===== src/sv/lmpc_sqrt.sv =====
// pipelined restoring square root, one result bit per stage
module lmpc_sqrt #(
    parameter int IW = 64,
    parameter int TW = 8
) (
    input  logic            aclk,
    input  logic            aresetn,
    input  logic            en,
    input  logic            in_valid,
    input  logic [IW-1:0]   radicand,
    input  logic [TW-1:0]   in_tag,
    output logic            out_valid,
    output logic [IW/2-1:0] root,
    output logic [TW-1:0]   out_tag
);
    localparam int RW = IW / 2;

    logic [IW-1:0] rem_reg [RW+1];
    logic [RW-1:0] q_reg   [RW+1];
    logic [TW-1:0] t_reg   [RW+1];
    logic          v_reg   [RW+1];

    always_ff @(posedge aclk) begin
        if (!aresetn) begin
            v_reg[0] <= 1'b0;
        end else if (en) begin
            v_reg[0] <= in_valid;
        end
        if (en) begin
            rem_reg[0] <= radicand;
            q_reg[0] <= '0;
            t_reg[0] <= in_tag;
        end
    end

    for (genvar i = 0; i < RW; i++) begin : g_bit
        localparam int B = RW - 1 - i;
        logic [IW-1:0] trial;
        assign trial = (IW'(q_reg[i]) << (B + 1)) | (IW'(1) << (2 * B));
        always_ff @(posedge aclk) begin
            if (!aresetn) begin
                v_reg[i+1] <= 1'b0;
            end else if (en) begin
                v_reg[i+1] <= v_reg[i];
            end
            if (en) begin
                t_reg[i+1] <= t_reg[i];
                if (rem_reg[i] >= trial) begin
                    rem_reg[i+1] <= rem_reg[i] - trial;
                    q_reg[i+1] <= q_reg[i] | (RW'(1) << B);
                end else begin
                    rem_reg[i+1] <= rem_reg[i];
                    q_reg[i+1] <= q_reg[i];
                end
            end
        end
    end

    assign out_valid = v_reg[RW];
    assign root = q_reg[RW];
    assign out_tag = t_reg[RW];
endmodule


===== config.mk =====
export PLATFORM = sky130hd
export DESIGN_NAME = lmpc_sqrt
export DESIGN_NICKNAME = d
export VERILOG_FILES = /design/src/sv/lmpc_sqrt.sv
export SDC_FILE = /design/constraint.sdc
export NUM_CORES = 2
export LEC_CHECK = 0
export BUFFER_PORTS_ARGS = -buffer_cell sky130_fd_sc_hd__buf_2
export CAP_MARGIN = 20
export CORE_MARGIN = 2
export CORE_UTILIZATION = 58
export CTS_BUF_LIST = sky130_fd_sc_hd__clkbuf_4
export DETAILED_ROUTE_END_ITERATION = 12
export HOLD_SLACK_MARGIN = 0.06
export PLACE_DENSITY_LB_ADDON = 0.1
export REMOVE_ABC_BUFFERS = 1
export SLEW_MARGIN = 20
export SYNTH_ARGS = -nofsm -noshare
export SYNTH_HDL_FRONTEND = slang
export SYNTH_SLANG_ARGS = --single-unit

===== constraint.sdc =====
create_clock -name aclk -period 4.15 [get_ports aclk]
set_input_delay 0.6225 -clock aclk [delete_from_list [all_inputs] [get_ports aclk]]
set_output_delay 0.6225 -clock aclk [all_outputs]
set_load 0.05 [all_outputs]

==> impl_metrics.tcl <==
set metrics [dict create \
    worstSetupStartpointType "flop" \
    design.core.area_sq_um 229000 \
    dp_cells 13500 \
    hold_path.class "in2reg" \
    worstPathCellList "inv_1 > ha_1 > nand4_1 > or2_2 > nor4_2 > a41o_1 > nor3_2 > or4_1 > or3_1 > a31oi_1 > xor2_1" \
    drv_cap 0 \
    die_w_microns 484 \
    postLayoutCellArea_sq_um 150000 \
    report.power.total_w 0.0804 \
    hpwl_after_dpl_microns 274000 \
    synth_top_family_by_area "simple AND/OR/NAND/NOR gates" \
    via_count_of_the_first_global_routing_pass 88700 \
    globalRouteOverflowTotal 0 \
    io-pin-count 117 \
    initial_antenna_violation_count 16 \
    async_reset_ff_share_pct 0 \
    tritoncts "built" \
    finalWeightedCongestion 0.979 \
    cp-end-kind "flop" \
    htree_num_levels 6 \
    power_density_nw_per_um2 536 \
    cts_root_buffer "clkbuf_4" \
    synth.yosys.seq_area_share_pct 64.5 \
    port_buffers 116 \
    period_minus_slack_ps 4060 \
    fp-row-count 176 \
    num_vias 90500 \
    slowest_cell_on_crit_path "or4_1" \
    result_of_the_run "completed" \
    area_used_by_sequential_logic_in_the_layout_sq_um 86300 \
    ys_types 91 \
    first_pass_iters 5 \
    post_synth_mux_area_share_pct 0.582 \
    clock_sinks 2873 \
    synth_adder_area_share_pct 5.22 \
    timing.final.max_slew_violations 0 \
    largest_net_degree_at_the_start_of_global_routing 216 \
    route.detailed.drc 0 \
    reg2reg_setup_slack_ps 90 \
    wire_length_per_cell_after_detailed_routing_microns 24.9 \
    synth_enable_flop_cells 2872 \
    leakage_nw 56.8 \
    fin_worst_hold_slack_ps 336 \
    clk_latency_ps 1430 \
    post_synth_xor_area_fraction_pct 5.92 \
    grt_pass1_wl_microns 549000 \
    worst_path_largest_cell_delay_ps 580 \
    largest_register_ff_count 2048 \
    crit_fanout 5 \
    syn2layout_area_growth_pct 12.3 \
    avgSynthCellArea_sq_um 12.9 \
    design.die.area_sq_um 234000 \
    detailed_place.area_sq_um 139000 \
    vdd.ir_drop.worst_mv 0.438 \
    finalNetCount 12000 \
    initial_core_util_pct 58.2 \
    worst_path_buf_inv 1 \
    final-instance-count-excl-fill 14900 \
    fmax_mhz 246 \
    post_drt_via_cell_ratio 6.06 \
    finalClockSkew_ps 130 \
    setup_viol 0 \
    worst_path_dominant_cell_family "simple AND/OR/NAND/NOR gates" \
    clock_pin_slew_of_the_registers_on_the_worst_case_setup_and_hold_paths_ps 60 \
    period_share_pct 97.9 \
    synth_simple_gate_area_share_pct 12.3 \
    yosys_warnings 0 \
    post_route_cells_drive_above_1_share_pct 14.0 \
    max_slew.worst_pin.slew_ps 1260 \
    dominantRegCellSynth "edfxtp_1" \
    arrival_ps 5160 \
    tritoncts_buffers 737 \
    syn_area_sq_um 134000 \
    timing.setup.critical_path_class "reg2reg" \
    ys_ff_latch 2873 \
    drt_iter0_drc 8753 \
    worstPathRequired_ps 5250 \
    worst_slew_margin_pct 15.5 \
    area_of_the_multi_input_gates_sq_um 44000 \
    die_h_microns 484 \
    ctsLongestPathBuffers 4 \
    nFillCells 17000 \
    synth-compound-area-share_pct 8.80 \
    wirelength_microns 372000 \
    report.final.hold_viol_count 0 \
    groute.usage.overall_pct 31.1 \
    postSynthCellCount 10400 \
    ant_nets 0 \
]
worst min-delay path, cell delays in order:
cell           delay, ps
dlygate4sd3_1        530
buf_2                280
nor2b_1              220
final cells by class:
type,instances,share of cell area [%]
Sequential cell,2873,57.5
Inverter,678,1.70
Antenna cell,21,0.0350
Timing Repair Buffer,514,2.77
Multi-Input combinational cell,6548,29.3
Clock buffer,1040,5.20
Clock inverter,238,0.961
Tap cell,3026,2.52
layout by cell type, fill, tap and decap left out, types with 23 or more instances in the layout:
master	count
a211oi_1	53
a21boi_0	23
a21o_1	230
a21oi_1	528
a31oi_1	56
and2_1	34
and3_1	84
and4_1	26
buf_2	115
buf_4	231
clkbuf_4	1040
clkinv_1	153
clkinv_2	38
dlygate4sd3_1	151
edfxtp_1	2872
ha_1	555
inv_1	677
mux2_2	54
nand2_1	706
nand2b_1	116
nand3_1	180
nand3b_1	44
nand4_1	184
nand4b_1	32
nor2_1	589
nor2b_1	76
nor3_1	281
nor3b_1	27
nor4_1	383
nor4b_1	64
o211ai_1	36
o21a_1	86
o21ai_0	565
o21bai_1	52
o31ai_1	27
or2_2	46
or3_1	111
or4_1	85
xnor2_1	452
xor2_1	451
power by group:
group	switching (W)	total, W	internal (W)
clock	0.0117	0.0242	0.0125
sequential	0.00321	0.0396	0.0364
combinational	0.00999	0.0166	0.00663
total	0.0249	0.0804	0.0555
metrics by stage:
step	setup WS (ps)	TNS (ps)	utilization, %
6_report	86.2	0	65.4
2_1_floorplan	-933	-84460	-
3_3_place_gp	5.92	0	60.6
5_1_grt	-0.423	-0.423	65.4
4_1_cts	10.1	0	65.3
3_5_place_dp	-12.8	-20.8	60.6
layer usage:
layer | up-vias | GRT usage, % | wire length [microns]
met5 | - | 0 | 52
met4 | 8 | 15.7 | 19100
met3 | 778 | 5.48 | 26400
met2 | 3941 | 49.7 | 175000
met1 | 44100 | 41.3 | 151000
li1 | 41600 | - | -
path summary, 6_finish.rpt:
check / from / endpoint / depth (start not counted)
worst min-delay path: aresetn / v_reg[32] / 3
worst min register to register: t_reg[0][28] / t_reg[0][36] / 0
worst max-delay path: q_reg[27][9] / rem_reg[28][49] / 11
worst max register to register: q_reg[27][9] / rem_reg[28][49] / 11
cell families (layout without fill, tap and decap cells):
family / after synthesis / count (layout)
flops: 2873 / 2873
other cells: 0 / 21
compound gates: 1894 / 1894
xor+xnor: 903 / 903
mux: 69 / 69
fa+ha+maj: 558 / 558
simple gates: 3124 / 3124
buf+inv: 937 / 2470
synth_stat cells (24+ instances only):
| library cell | instances | area share, % |
|---|---|---|
| mux2_2 | 54 | 0.46 |
| o21a_1 | 86 | 0.48 |
| nand2b_1 | 116 | 0.54 |
| a211oi_1 | 55 | 0.31 |
| or3_1 | 111 | 0.52 |
| xnor2_1 | 452 | 3.0 |
| nand3_1 | 180 | 0.67 |
| or2_2 | 46 | 0.22 |
| clkbuf_1 | 247 | 0.69 |
| xor2_1 | 451 | 3.0 |
| nand4_1 | 184 | 0.86 |
| nor3_1 | 283 | 1.1 |
| a21boi_0 | 24 | 0.13 |
| nor4_1 | 389 | 1.8 |
| o31ai_1 | 27 | 0.15 |
| nand4b_1 | 32 | 0.21 |
| a21o_1 | 230 | 1.3 |
| a21oi_1 | 529 | 2.0 |
| inv_1 | 677 | 1.9 |
| nor4b_1 | 65 | 0.43 |
| nor2b_1 | 76 | 0.36 |
| nor2_1 | 589 | 1.7 |
| nand3b_1 | 44 | 0.25 |
| nand2_1 | 706 | 2.0 |
| a31oi_1 | 58 | 0.27 |
| or4_1 | 85 | 0.48 |
| nor3b_1 | 29 | 0.16 |
| o21ai_0 | 567 | 2.1 |
| o211ai_1 | 36 | 0.20 |
| and2_1 | 34 | 0.16 |
| ha_1 | 558 | 5.2 |
| o21bai_1 | 52 | 0.29 |
| and3_1 | 84 | 0.39 |
| edfxtp_1 | 2872 | 65 |
| and4_1 | 26 | 0.17 |
what timing repair did:
item / CTS / global route
setup buffers: 0 / 0
endpoints found under the setup margin: 3 / 52
hold endpoints to repair: 257 / 0
resized for setup: 3 / 14
hold buffers: 151 / 0
pin swaps: 0 / 1
Power figures use the tool's default switching activity.
